<file path="src/hw/rtl/ncc_pkg.sv">
package ncc_pkg;

    localparam int QUEUE_DEPTH   = 2;
    localparam int CORR_BITS     = 17;
    localparam int FRAC_BITS     = 16;
    localparam int SCALE_BITS    = 32;
    localparam int BIT_IDX_BITS  = $clog2(FRAC_BITS + 1);

    localparam logic [CORR_BITS-1:0] CORR_ONE = CORR_BITS'(1) << FRAC_BITS;

    typedef struct packed {
        logic [CORR_BITS-1:0] correlation;
        logic                 degenerate;
        logic                 saturated;
    } ncc_result_t;

    typedef struct packed {
        logic empty;
        logic full;
        logic almost_full;
    } ncc_qstat_t;

endpackage

</file>
<file path="src/hw/rtl/ncc_queue.sv">
module ncc_queue
    import ncc_pkg::*;
#(
    parameter int WIDTH = 157,
    parameter int DEPTH = 2
) (
    input  logic             aclk,
    input  logic             aresetn,
    input  logic             push,
    input  logic [WIDTH-1:0] push_data,
    input  logic             pop,
    output logic [WIDTH-1:0] pop_data,
    output ncc_qstat_t       q_stat
);

    localparam int PTR_BITS = (DEPTH > 1) ? $clog2(DEPTH) : 1;
    localparam int CNT_BITS = $clog2(DEPTH + 1);

    logic [WIDTH-1:0]    mem_reg [DEPTH];
    logic [PTR_BITS-1:0] wr_ptr_reg, wr_ptr_next;
    logic [PTR_BITS-1:0] rd_ptr_reg, rd_ptr_next;
    logic [CNT_BITS-1:0] count_reg, count_next;
    logic                do_push, do_pop;

    assign q_stat.empty       = (count_reg == '0);
    assign q_stat.full        = (count_reg == CNT_BITS'(DEPTH));
    assign q_stat.almost_full = (count_reg >= CNT_BITS'(DEPTH - 1));
    assign do_push            = push && !q_stat.full;
    assign do_pop             = pop && !q_stat.empty;
    assign pop_data           = mem_reg[rd_ptr_reg];

    always_comb begin
        wr_ptr_next = wr_ptr_reg;
        rd_ptr_next = rd_ptr_reg;
        count_next  = count_reg;
        if (do_push) begin
            wr_ptr_next = (wr_ptr_reg == PTR_BITS'(DEPTH - 1)) ? '0 : wr_ptr_reg + 1'b1;
        end
        if (do_pop) begin
            rd_ptr_next = (rd_ptr_reg == PTR_BITS'(DEPTH - 1)) ? '0 : rd_ptr_reg + 1'b1;
        end
        case ({do_push, do_pop})
            2'b10:   count_next = count_reg + 1'b1;
            2'b01:   count_next = count_reg - 1'b1;
            default: count_next = count_reg;
        endcase
    end

    always_ff @(posedge aclk) begin
        if (!aresetn) begin
            wr_ptr_reg <= '0;
            rd_ptr_reg <= '0;
            count_reg  <= '0;
        end else begin
            wr_ptr_reg <= wr_ptr_next;
            rd_ptr_reg <= rd_ptr_next;
            count_reg  <= count_next;
        end
        if (do_push) begin
            mem_reg[wr_ptr_reg] <= push_data;
        end
    end

endmodule

</file>
<file path="config.mk">
export PLATFORM = sky130hd
export DESIGN_NAME = ncc_queue
export DESIGN_NICKNAME = d
export VERILOG_FILES = /design/src/hw/rtl/ncc_pkg.sv /design/src/hw/rtl/ncc_queue.sv
export SDC_FILE = /design/constraint.sdc
export NUM_CORES = 1
export LEC_CHECK = 0
export BUFFER_PORTS_ARGS = -buffer_cell sky130_fd_sc_hd__buf_2
export CORE_UTILIZATION = 45
export CTS_BUF_LIST = sky130_fd_sc_hd__clkbuf_4 sky130_fd_sc_hd__clkbuf_8
export DETAILED_ROUTE_END_ITERATION = 12
export PLACE_DENSITY = 0.73
export SLEW_MARGIN = 20
export SYNTH_ARGS = -nofsm -noshare
export SYNTH_HDL_FRONTEND = slang
export SYNTH_SLANG_ARGS = --single-unit
export TNS_END_PERCENT = 10
</file>
<file path="constraint.sdc">
create_clock -name aclk -period 22.9 [get_ports aclk]
set_clock_uncertainty 0.15 [all_clocks]
set_input_delay 1.145 -clock aclk [delete_from_list [all_inputs] [get_ports aclk]]
set_output_delay 1.145 -clock aclk [all_outputs]
set_load 0.02 [all_outputs]
</file>
# ---- Yosys cells after proc, flatten, opt, wreduce, memory -nomap -nowiden
# Memory sizes are Yosys's and may differ from the RTL's. A register that Yosys moved wholly into a read port is not among the register bits.
# Cells that the tools add are included.
dict set report totals {
  ff_bits 4
  out_inout_bits 160
  elab_cells 25
  n_memories 1
  ram_bits 314
  in_bits 161
}
# memory words width read_ports rd_ports_with_merged_regs write_ports line_no
set mem_list {}
lappend mem_list {mem_reg 2 157 1 1 1 ncc_queue.sv:19} ;# logic [WIDTH-1:0] mem_reg [DEPTH];
dict set report op_classes {
  mux 7
  n_lt_le_gt_ge 1
  n_reduce_logical 6
  addsub 4
  n_eq_ne 3
}
# operator n
set ops {}
lappend ops {{2-to-1 mux 1 bit} 6}
lappend ops {{== test 2 bit (second input constant)} 2}
lappend ops {{one-hot mux 2 bit (2 select lines)} 1}
lappend ops {{adder 1 bit (second input constant)} 2}
lappend ops {{adder 2 x 1 -> 2 bit (second input constant)} 1}
lappend ops {{== test 2 x 1 -> 1 bit (second input constant)} 1}
lappend ops {{greater-or-equal comparator 2 x 1 -> 1 bit (second input constant)} 1}
lappend ops {{logical AND 1 bit} 2}
lappend ops {{zero test 1 bit} 2}
lappend ops {{zero test 2 bit} 1}
lappend ops {{nonzero test 2 bit} 1}
lappend ops {{subtractor 2 x 1 -> 2 bit (second input constant)} 1}

# ---- Longest topological paths before layout
dict set report logic_depth {
  word_depth 5
  mapped_depth 7
  mapped_depth_nobuf 7
}

# ---- Least setup slack after synthesis
# No wires, ideal clock.
dict set report synth_path {
  path_kind {input to register}
  startpoint {input port push}
  endpoint {memory mem_reg[0][0] (enable)}
  setup_slack_ns 14.283
  arrival_ns 7.789
  required_ns 22.073
  setup_ns 0.677
  path_buffers 0
  cell_stages 2
  cell_sequence {nand2b_1 > nor2_1}
}
dict set report synth_via {
  elab_chain_cells 3
}
# item line_no
set synth_rtl {}
lappend synth_rtl {{start, declared} ncc_queue.sv:9} ;# input logic push,
lappend synth_rtl {{logical AND 1 bit} ncc_queue.sv:28} ;# assign do_push = push && !q_stat.full;
lappend synth_rtl {{2-to-1 mux 1 bit} ncc_queue.sv:59} ;# if (do_push) begin
lappend synth_rtl {{2-to-1 mux 1 bit (not written as such)} ncc_queue.sv:60} ;# mem_reg[wr_ptr_reg] <= push_data;
lappend synth_rtl {{end, declared} ncc_queue.sv:19}
# No other way between the ends.

==> run metrics <==
initial DRC count 340; leakage 0.00543 uW; crit path max fanout 68; max cap viols 0; Final period util 16.6%; worst hold path class flop to flop; routability cong. 0.752; number of global-route vias before repair 6217; internal power 1160 uW; Final Max Tran Viols 0; CTS tree done; Max Fclk 263 MHz; max FFs per register 314; worst hold slack 0.419 ns; clk root buf clkbuf_8; Total Nets Final 1042; sequential share of power 45.6%; Layout Cells excl Fill 1246; total global routing track utilization 16.0%; syn avg cell area 22.5 um2; starting density of the core 46.0%; synthesis-to-finish area growth 24.9%; crit path time final 3.80 ns; H-tree depth 2; post-synth top area cell edfxtp_1; Post-Syn Area 0.0116 mm2; Setup TNS 0 ns; PostCTS Resize Cnt 0; Sw Pwr 495 uW; flops & latches, synth 319; WL per Instance 17.5 um; Final Core Density 57.5%; Slowest-stage cell, CP buf_4; antenna violations before repair 2; Netlist cell types 17; CP endpoint kind output pin; cts bufs inserted 50; CTS Buffer Depth 3; highest-count cells in the layout ignoring fill and taps 320 x buf_2, 314 x edfxtp_1, 157 x mux2_2; cell chain of the critical path buf_4 -> mux2_2 -> buf_2; die area 0.0265 mm2; Clock Power Share 27.8%; antenna viol nets, final 0; CP peak stage delay 0.75 ns; Layout fillers 1972; via count 5934; HPWL after DPL 14000 um; sequential area share after synthesis 82.0%; Post-CTS Repair Setup Buffers 0; Chip Height 163 um; Max VDD drop 0.0876 mV; PD cells 114 mW/mm2; Req. time, crit path 21.61 ns; CP Class flop to output pin; total grt overflow 0; commonest non-fill, non-tap cell in the layout buf_2; maximum number of pins on one net before global-route repair 81; total wire length 21800 um; Sw Ratio 29.8%; Core Region 0.0253 mm2; yosys warns 0; Post-CTS Hold Buffers 0; CTS Sinks 319; layout cells sized above 1 61.1%; Clk Latency, worst-skew pair 0.54 ns; final setup violation count 0; Die W 163 um; worst-margin pin slew 1.10 ns; DR DRC count 0; Hold Vio Cnt, Final 0; Setup crit start kind flop; syn_nets 681; port bufs 320; DRT Pass-1 Iters 4; first-pass GRT wire length 32900 um; Slew headroom 26.4%; combinational group share of total power 26.6%; Vias per Instance 4.76; placed insts 1155; RSZ-0062 raised after global routing no; Mapped Cells 516; IO Pins 321; Core Rows 58; post-synth top area share 81.1%; Worst EP arrival 2.51 ns; outcome finished, final reports clean; synth top area cells edfxtp_1 81%, mux2_2 15%, buf_6 1.3%; CTS clk-pin slew, worst paths 0.06 ns
-- routing by layer --
metal | wire length, um | track usage [%] | vias to the layer above
li1 | - | - | 2781
met5 | 0 | 0 | -
met1 | 8520 | 19.2 | 2866
met2 | 10900 | 27.1 | 249
met4 | 461 | 5.78 | 0
met3 | 1940 | 5.19 | 38
-- synth_stat cells --
library cell / n
edfxtp_1: 314
mux2_2: 157
buf_6: 13
dfxtp_1: 5
inv_1: 5
and2_1: 4
ha_1: 4
buf_2: 2
buf_4: 2
nor2_1: 2
xnor2_1: 2
a21oi_1: 1
nand2b_1: 1
nor2b_1: 1
o21a_1: 1
o21ai_0: 1
xor2_1: 1
-- cell type report --
type	count	area, um2	area share (%)
clock inverters	23	146	1.01
clock buffers	67	835	5.75
repair buffers	326	1650	11.3
inverters	5	18.8	0.129
well taps	330	413	2.84
flip-flops and latches	319	9530	65.7
diodes	1	2.50	0.0172
multi-input cells	175	1920	13.2
-- critical path: cells and delay by family, from the launching register on --
family / cells / cell delay, ns
buf+inv: 2 / 0.92
flops: 1 / 0.54
mux: 1 / 0.43
-- logic make-up after synthesis --
kind of cell	count (synthesis)	share of synthesized area [%]
xor gates and xnor gates	3	0.226
and+or+nand+nor	8	0.387
muxes	157	15.2
AOI/OAI and AO/OA	3	0.151
adders and majority gates	4	0.430
buffers and inverters	22	1.64
DFF	319	82.0
-- path summary, 6_finish.rpt --
path / slack, ns / endpoint / start / depth (start not counted)
setup reg to reg: 19.79 / mem_reg[1][91]$_DFFE_PP_ / count_reg[0]$_SDFFE_PN0P_ / 5
setup / recovery: 19.10 / pop_data[126] / flop / 3
hold reg to reg: 0.42 / count_reg[1]$_SDFFE_PN0P_ / count_reg[1]$_SDFFE_PN0P_ / 2
hold / removal: 0.42 / count_reg[1]$_SDFFE_PN0P_ / count_reg[1]$_SDFFE_PN0P_ / 2
-- power groups by stage --
stage / combinational (uW) / sequential, uW / clock, uW
2_1_floorplan: 322 / 779 / 0
3_3_place_gp: 444 / 765 / 0
3_5_place_dp: 447 / 770 / 0
4_1_cts: 449 / 758 / 476
5_1_grt: 473 / 764 / 500
6_report: 442 / 756 / 462
-- per-stage QoR --
| step | setup WS (ns) | area (um2) | power (uW) |
|---|---|---|---|
| 6_report | 19.10 | 14500 | 1660 |
| 5_1_grt | 18.91 | 14500 | 1740 |
| 4_1_cts | 19.03 | 14500 | 1680 |
| 3_5_place_dp | 19.27 | 13500 | 1220 |
| 3_3_place_gp | 19.30 | 13500 | 1210 |
| 2_1_floorplan | 14.28 | 11600 | 1100 |
Power figures use the tool's default switching activity.
