[config.mk]
export PLATFORM = sky130hd
export DESIGN_NAME = ncc_front
export DESIGN_NICKNAME = d
export VERILOG_FILES = /design/src/hw/rtl/ncc_pkg.sv /design/src/hw/rtl/ncc_front.sv
export SDC_FILE = /design/constraint.sdc
export NUM_CORES = 2
export LEC_CHECK = 0
export BUFFER_PORTS_ARGS = -buffer_cell sky130_fd_sc_hd__buf_2
export CORE_AREA = 4 4 280 282
export DETAILED_ROUTE_END_ITERATION = 7
export DIE_AREA = 0 0 284 286
export PLACE_DENSITY = 0.69
export SLEW_MARGIN = 20
export SYNTH_ARGS = -nofsm -noshare
export SYNTH_HDL_FRONTEND = slang
export SYNTH_SLANG_ARGS = --single-unit
[constraint.sdc]
create_clock -name aclk -period 6.3 [get_ports aclk]
set_clock_uncertainty 0.2 [all_clocks]
set_input_delay 0 -clock aclk [delete_from_list [all_inputs] [get_ports aclk]]
set_output_delay 0 -clock aclk [all_outputs]
set_load 0.05 [all_outputs]
[src/hw/rtl/ncc_pkg.sv]
package ncc_pkg;

    localparam int QUEUE_DEPTH   = 2;
    localparam int CORR_BITS     = 17;
    localparam int FRAC_BITS     = 16;
    localparam int SCALE_BITS    = 32;
    localparam int BIT_IDX_BITS  = $clog2(FRAC_BITS + 1);

    localparam logic [CORR_BITS-1:0] CORR_ONE = CORR_BITS'(1) << FRAC_BITS;

    typedef struct packed {
        logic [CORR_BITS-1:0] correlation;
        logic                 degenerate;
        logic                 saturated;
    } ncc_result_t;

    typedef struct packed {
        logic empty;
        logic full;
        logic almost_full;
    } ncc_qstat_t;

endpackage

[src/hw/rtl/ncc_front.sv]
module ncc_front
    import ncc_pkg::*;
#(
    parameter int PIXEL_BITS = 16,
    parameter int ACC_BITS   = 52
) (
    input  logic                  aclk,
    input  logic                  aresetn,
    input  logic                  s_valid,
    output logic                  s_ready,
    input  logic [15:0]           s_pixel_a,
    input  logic [15:0]           s_pixel_b,
    input  logic                  s_last_pixel,
    input  ncc_qstat_t            q_stat,
    output logic                  q_push,
    output logic [3*ACC_BITS:0]   q_push_data
);

    localparam int PW = 2 * PIXEL_BITS;

    logic                  p1_valid_reg, p1_valid_next;
    logic                  p1_last_reg;
    logic [PW-1:0]         p_ab_reg, p_aa_reg, p_bb_reg;
    logic [PIXEL_BITS-1:0] pix_a, pix_b;
    logic [ACC_BITS-1:0]   sab_reg, saa_reg, sbb_reg;
    logic [ACC_BITS-1:0]   sab_next, saa_next, sbb_next;
    logic                  ovf_reg, ovf_next;
    logic [ACC_BITS:0]     add_ab, add_aa, add_bb;
    logic                  ovf_now;

    function automatic logic [ACC_BITS:0] sat_add(input logic [ACC_BITS-1:0] acc,
                                                  input logic [PW-1:0]       v);
        logic [ACC_BITS:0] sum;
        sum = {1'b0, acc} + (ACC_BITS+1)'(v);
        if (sum[ACC_BITS]) begin
            sat_add = {1'b1, {ACC_BITS{1'b1}}};
        end else begin
            sat_add = sum;
        end
    endfunction

    assign pix_a         = s_pixel_a[PIXEL_BITS-1:0];
    assign pix_b         = s_pixel_b[PIXEL_BITS-1:0];
    assign s_ready       = !q_stat.full && !(p1_valid_reg && p1_last_reg && q_stat.almost_full);
    assign p1_valid_next = s_valid && s_ready;

    assign add_ab  = sat_add(sab_reg, p_ab_reg);
    assign add_aa  = sat_add(saa_reg, p_aa_reg);
    assign add_bb  = sat_add(sbb_reg, p_bb_reg);
    assign ovf_now = ovf_reg || add_ab[ACC_BITS] || add_aa[ACC_BITS] || add_bb[ACC_BITS];

    assign q_push      = p1_valid_reg && p1_last_reg;
    assign q_push_data = {ovf_now, add_ab[ACC_BITS-1:0], add_aa[ACC_BITS-1:0],
                          add_bb[ACC_BITS-1:0]};

    always_comb begin
        sab_next = sab_reg;
        saa_next = saa_reg;
        sbb_next = sbb_reg;
        ovf_next = ovf_reg;
        if (p1_valid_reg) begin
            if (p1_last_reg) begin
                sab_next = '0;
                saa_next = '0;
                sbb_next = '0;
                ovf_next = 1'b0;
            end else begin
                sab_next = add_ab[ACC_BITS-1:0];
                saa_next = add_aa[ACC_BITS-1:0];
                sbb_next = add_bb[ACC_BITS-1:0];
                ovf_next = ovf_now;
            end
        end
    end

    always_ff @(posedge aclk) begin
        if (!aresetn) begin
            p1_valid_reg <= 1'b0;
            sab_reg      <= '0;
            saa_reg      <= '0;
            sbb_reg      <= '0;
            ovf_reg      <= 1'b0;
        end else begin
            p1_valid_reg <= p1_valid_next;
            sab_reg      <= sab_next;
            saa_reg      <= saa_next;
            sbb_reg      <= sbb_next;
            ovf_reg      <= ovf_next;
        end
        if (p1_valid_next) begin
            p1_last_reg <= s_last_pixel;
            p_ab_reg    <= PW'(pix_a) * PW'(pix_b);
            p_aa_reg    <= PW'(pix_a) * PW'(pix_a);
            p_bb_reg    <= PW'(pix_b) * PW'(pix_b);
        end
    end

    a_push_room: assert property (@(posedge aclk) disable iff (!aresetn)
        q_push |-> !q_stat.full)
        else $error("item pushed into a full queue");

    a_clear_after_last: assert property (@(posedge aclk) disable iff (!aresetn)
        (p1_valid_reg && p1_last_reg) |=>
        (sab_reg == '0 && saa_reg == '0 && sbb_reg == '0 && !ovf_reg))
        else $error("sums not cleared after last item");

endmodule

Yosys cells after proc, flatten, opt, wreduce, memory -nomap -nowiden

Index checks and enable logic that the tools add are counted.

Register bits after elaboration: 255
Output and inout bits: 159
Memories: 0
Bits in read-only memories: 0
Input port bits: 39
Latch bits: 0
RAM bits: 0
Logic and storage cells: 31

Equality and inequality tests: 0
Add/sub/neg operators: 3
Multiplexer cells: 7
Reduce and logical (&&, ||, !) cells: 9
Multiply operators: 3
Divide/modulo/power cells: 0
Shift-type cells: 0
Bitwise logic cells: 0
Magnitude comparators: 0

Operators with widths:

| cell                | count |
|---|---|
| $add A52 B32 Y53    | 3 |
| $mux W53            | 3 |
| $mux W52            | 3 |
| $mul A16 B16 Y32    | 3 |
| $logic_and A1 B1 Y1 | 4 |
| $logic_or A1 B1 Y1  | 3 |
| $logic_not A1 Y1    | 2 |
| $mux W1             | 1 |

Longest topological paths before layout

Word-level depth: 6
Gate-level depth with buffers: 25
Mapped depth without buffers: 24

Worst setup path after synthesis

No wires, ideal clock.

Path kind: input port to flip-flop
From: in s_pixel_a[2]
To: reg p_aa_reg[31], data pin
Setup time: 0.260 ns
Slack: 0.033 ns
Data required time: 5.840 ns
Stages: 22
Data arrival time: 5.808 ns
Buffers on the path: 2
Path through: clkbuf_1 clkbuf_1 nand2_1 fa_1 fa_1 inv_1 fa_1 fa_1 fa_1 inv_1 fa_1 inv_1 ha_1 a21o_1 a21oi_1 o21ai_0 a21o_1 o41ai_1 o31a_1 o21bai_1 a21oi_1 xnor2_1

Cells in the longest elaborated chain, start to end: 1

RTL lines:

| item                   | RTL line        | text |
|---|---|---|
| start: declaration     | ncc_front.sv:11 | `input logic [15:0] s_pixel_a,` |
| $mul A16 B16 Y32       | ncc_front.sv:93 | `p_aa_reg <= PW'(pix_a) * PW'(pix_a);` |
| end signal: assignment | ncc_front.sv:93 |  |
| end: declaration       | ncc_front.sv:23 | `logic [PW-1:0] p_ab_reg, p_aa_reg, p_bb_reg;` |

Every way passes these cells.
A chain may end at the register's enable or synchronous reset.

Final worst setup path

From: in s_pixel_b[15]
To: reg p_ab_reg[29], data pin

Cells in the longest elaborated chain, start to end: 1

RTL lines:

| item                   | RTL line        | text |
|---|---|---|
| start: declaration     | ncc_front.sv:12 | `input logic [15:0] s_pixel_b,` |
| $mul A16 B16 Y32       | ncc_front.sv:92 | `p_ab_reg <= PW'(pix_a) * PW'(pix_b);` |
| end signal: assignment | ncc_front.sv:92 |  |
| end: declaration       | ncc_front.sv:23 |  |

Every way passes these cells.

==> qor.csv <==
metric;value;unit
Critical Path Source Type;input pin;
CP Capture Type;flip-flop;
final setup TNS;0;ns
WHS Endpoint;p_aa_reg[2];
Core Region;75700;sq um
RSZ-0062 raised after global routing;no;
final worst setup slack;0.320;ns
clk sink count;253;
worst reg-to-reg setup slack;1.73;ns
Ports;198;
r2r startpoint;sab_reg[0];
Critical Path Fanout Max;14;
M1 GR Usage;0.357;
Synth Register Bits;253;
grt ovf;0;
TritonRoute pass-1 iters;7;
dpl ws;-0.167;ns
grt met3 use;0.0235;
Avg Vias per Cell;5.54;
Vias;31200;
row count;101;
Synth Area in Simple Gates;0.158;
clock slew at reported path FFs;0.07;ns
largest family of logic cells by synthesized area;adder cells;
mux contribution to synthesized area;0.00490;
VDD IR max;0.706;mV
die height;286;um
CTS Buf Count;26;
total of max-cap violations;0;
Crit Path Category;input pin to flip-flop;
final instance area;42200;sq um
postcts setup bufs;0;
port bufs;196;
CTS tree;built;
Fillers;6756;
status;finished clean;
Avg WL per Cell;17.8;um
Worst Path Required;6.39;ns
compound-gate portion of the synthesized area;0.139;
sequential-to-total area share from yosys stat;0.156;
syn nets;5406;
CTS Root Cell;clkbuf_16;
Gate Count Post-Synth;4450;
Tcrit/Tclk final;0.949;
FF-to-FF End;ovf_reg;
Arr. time, crit path;6.07;ns
layout cell share with drive strength beyond 1;0.0937;
pwr/cell area;577;nW/um^2
worst-margin pin slew;1.11;ns
GR peak layer;met2;
DP Area;41200;sq um
clk_lat worst skew;0.55;ns
final wirelength;100000;um
Avg Cell Area, Syn;8.66;sq um
H-tree Lvls;1;
Post-Synth Adder-Cell Area;0.399;
async set or reset register ratio after synthesis;0;
GRT Total Usage;0.245;
Synth cell types;78;
DP HPWL;81100;um
synthesized cell area;38500;sq um
fmax;0.167;GHz
Post-synth EDFFs;95;
final net count;5598;
Pwr Total;0.0243;W
global routing usage on met2;0.397;
Max Slew Vio Count;0;
Longest Clk Path Bufs;3;
WHS Path Cells;3;
initial antenna violation count;5;
Hold Path Class;input pin to flip-flop;
YS warnings;0;
first-pass GRT wire length;164000;um
Reg2Reg Depth;12;
Final GP Congestion;0.943;
starting density of the core;0.509;
die width;284;um
Layout Area Growth over Synthesis;9.43;%
1st-iter DRT viols;2141;
Final Hold Vio Count;0;
xor/xnor cell area share of the yosys netlist;0.0477;
min-delay src;s_pixel_a[1];
Final Critical Period;5.98;ns
vias in the first global route;31200;
Top FF cell, synth;dfxtp_1;
largest net degree at the start of global routing;71;
Relative slew margins;0.261;
DR DRC count;0;
post-route ant nets;0;
setup violators final;0;
die area;81200;sq um
Leak;21.4;nW
final cells by class:
type	instances	area, sq um	share of cell area
diodes	1	2.50	0.0000594
well taps	978	1220	0.0290
flip-flops and latches	253	6020	0.143
repair buffers	359	2280	0.0542
inverters	778	2920	0.0693
clock inverters	20	154	0.00365
clock buffers	28	679	0.0161
multi-input cells	3224	28900	0.685
cell usage after synthesis, drive strengths merged, types with 80 or more instances:
master	n	area, sq um
nor2	200	751
a21oi	203	1020
fa	519	10400
nand2	537	2020
o21ai	154	771
and2	212	1330
xnor2	144	1260
edfxtp	95	2850
clkbuf	192	721
dfxtp	158	3160
a22o	96	841
inv	778	2920
ha	398	4980
nand3	80	400
a21o	85	638
worst max path at each step:
stage / startpoint / endpoint / slack [ns] / cells past startpoint
2_1_floorplan: s_pixel_a[2] / p_aa_reg[31] / 0.03 / 22
3_3_place_gp: s_pixel_b[5] / p_bb_reg[31] / -0.005 / 23
3_5_place_dp: s_pixel_b[5] / p_bb_reg[31] / -0.17 / 23
4_1_cts: s_pixel_b[0] / p_bb_reg[31] / 0.27 / 24
5_1_grt: s_pixel_b[15] / p_ab_reg[29] / 0.002 / 21
6_report: s_pixel_b[15] / p_ab_reg[29] / 0.32 / 21
placed cells by master (no fill, tap or decap), types with 35 or more instances in the layout:
cell      Yosys  layout
a22o_1       96      96
buf_2         0     195
nand3_1      80      80
nand2_1     537     537
dfxtp_1     158     158
and3_1       35      35
nor2_1      200     198
ha_1        398     398
a21o_1       85      85
o21a_1       44      44
xnor2_1     144     144
edfxtp_1     95      95
buf_4         1     148
o21ai_0     150     150
and2_1      212     211
inv_1       778     778
nor3_1       57      56
xor2_1       66      66
a21oi_1     203     203
fa_1        519     519
worst max-delay path, cell delays in order:
cell and delay, ns:
dlygate4sd3_1 0.52, buf_2 0.29, buf_4 0.26, and2_1 0.17
fa_1 0.43, fa_1 0.48, fa_1 0.53, fa_1 0.43
fa_1 0.51, inv_1 0.06, fa_1 0.55, inv_1 0.07
ha_1 0.32, a21oi_1 0.23, o21ai_0 0.12, a21oi_1 0.21
a21oi_1 0.11, o21ai_0 0.16, o21ai_0 0.16, o41ai_1 0.34
xnor2_1 0.10
per-layer routing:
layer  wire, um  vias to the layer above
li1           -                    14900
met1      46300                    15200
met2      45000                      979
met3       6350                      137
met4       2470                        8
met5         35                        -
report_power, final:
| group | switching, W | internal [W] |
|---|---|---|
| Clock | 0.000710 | 0.000833 |
| Sequential | 0.000184 | 0.00282 |
| Combinational | 0.0117 | 0.00806 |
| Total | 0.0126 | 0.0117 |
cell families (layout without fill, tap and decap cells):
kind of cell               count (synthesis)  count (layout)
buffers and inverters                    973            1185
muxes                                     18              18
DFF                                      253             253
xor gates and xnor gates                 210             210
AOI/OAI and AO/OA                        798             798
adders and majority gates                917             917
and+or+nand+nor                         1281            1281
other                                      0               1
timing repair:
action	in CTS	in global routing
endpoints found under the setup margin	0	2
endpoints found under the hold margin	54	0
gates resized for setup	0	2
hold buffers	11	0
per-stage QoR:
| stage | cells | hold WS [ns] | utilization |
|---|---|---|---|
| floorplan | 4450 | -0.101 | - |
| global placement | 5581 | -0.0105 | 0.544 |
| detailed placement | 5581 | -0.0171 | 0.544 |
| CTS | 5640 | 0.0604 | 0.557 |
| global route | 5641 | 0.0889 | 0.557 |
| finish | 5641 | 0.0882 | 0.557 |
Note: power is estimated with default switching activity, not from simulation.
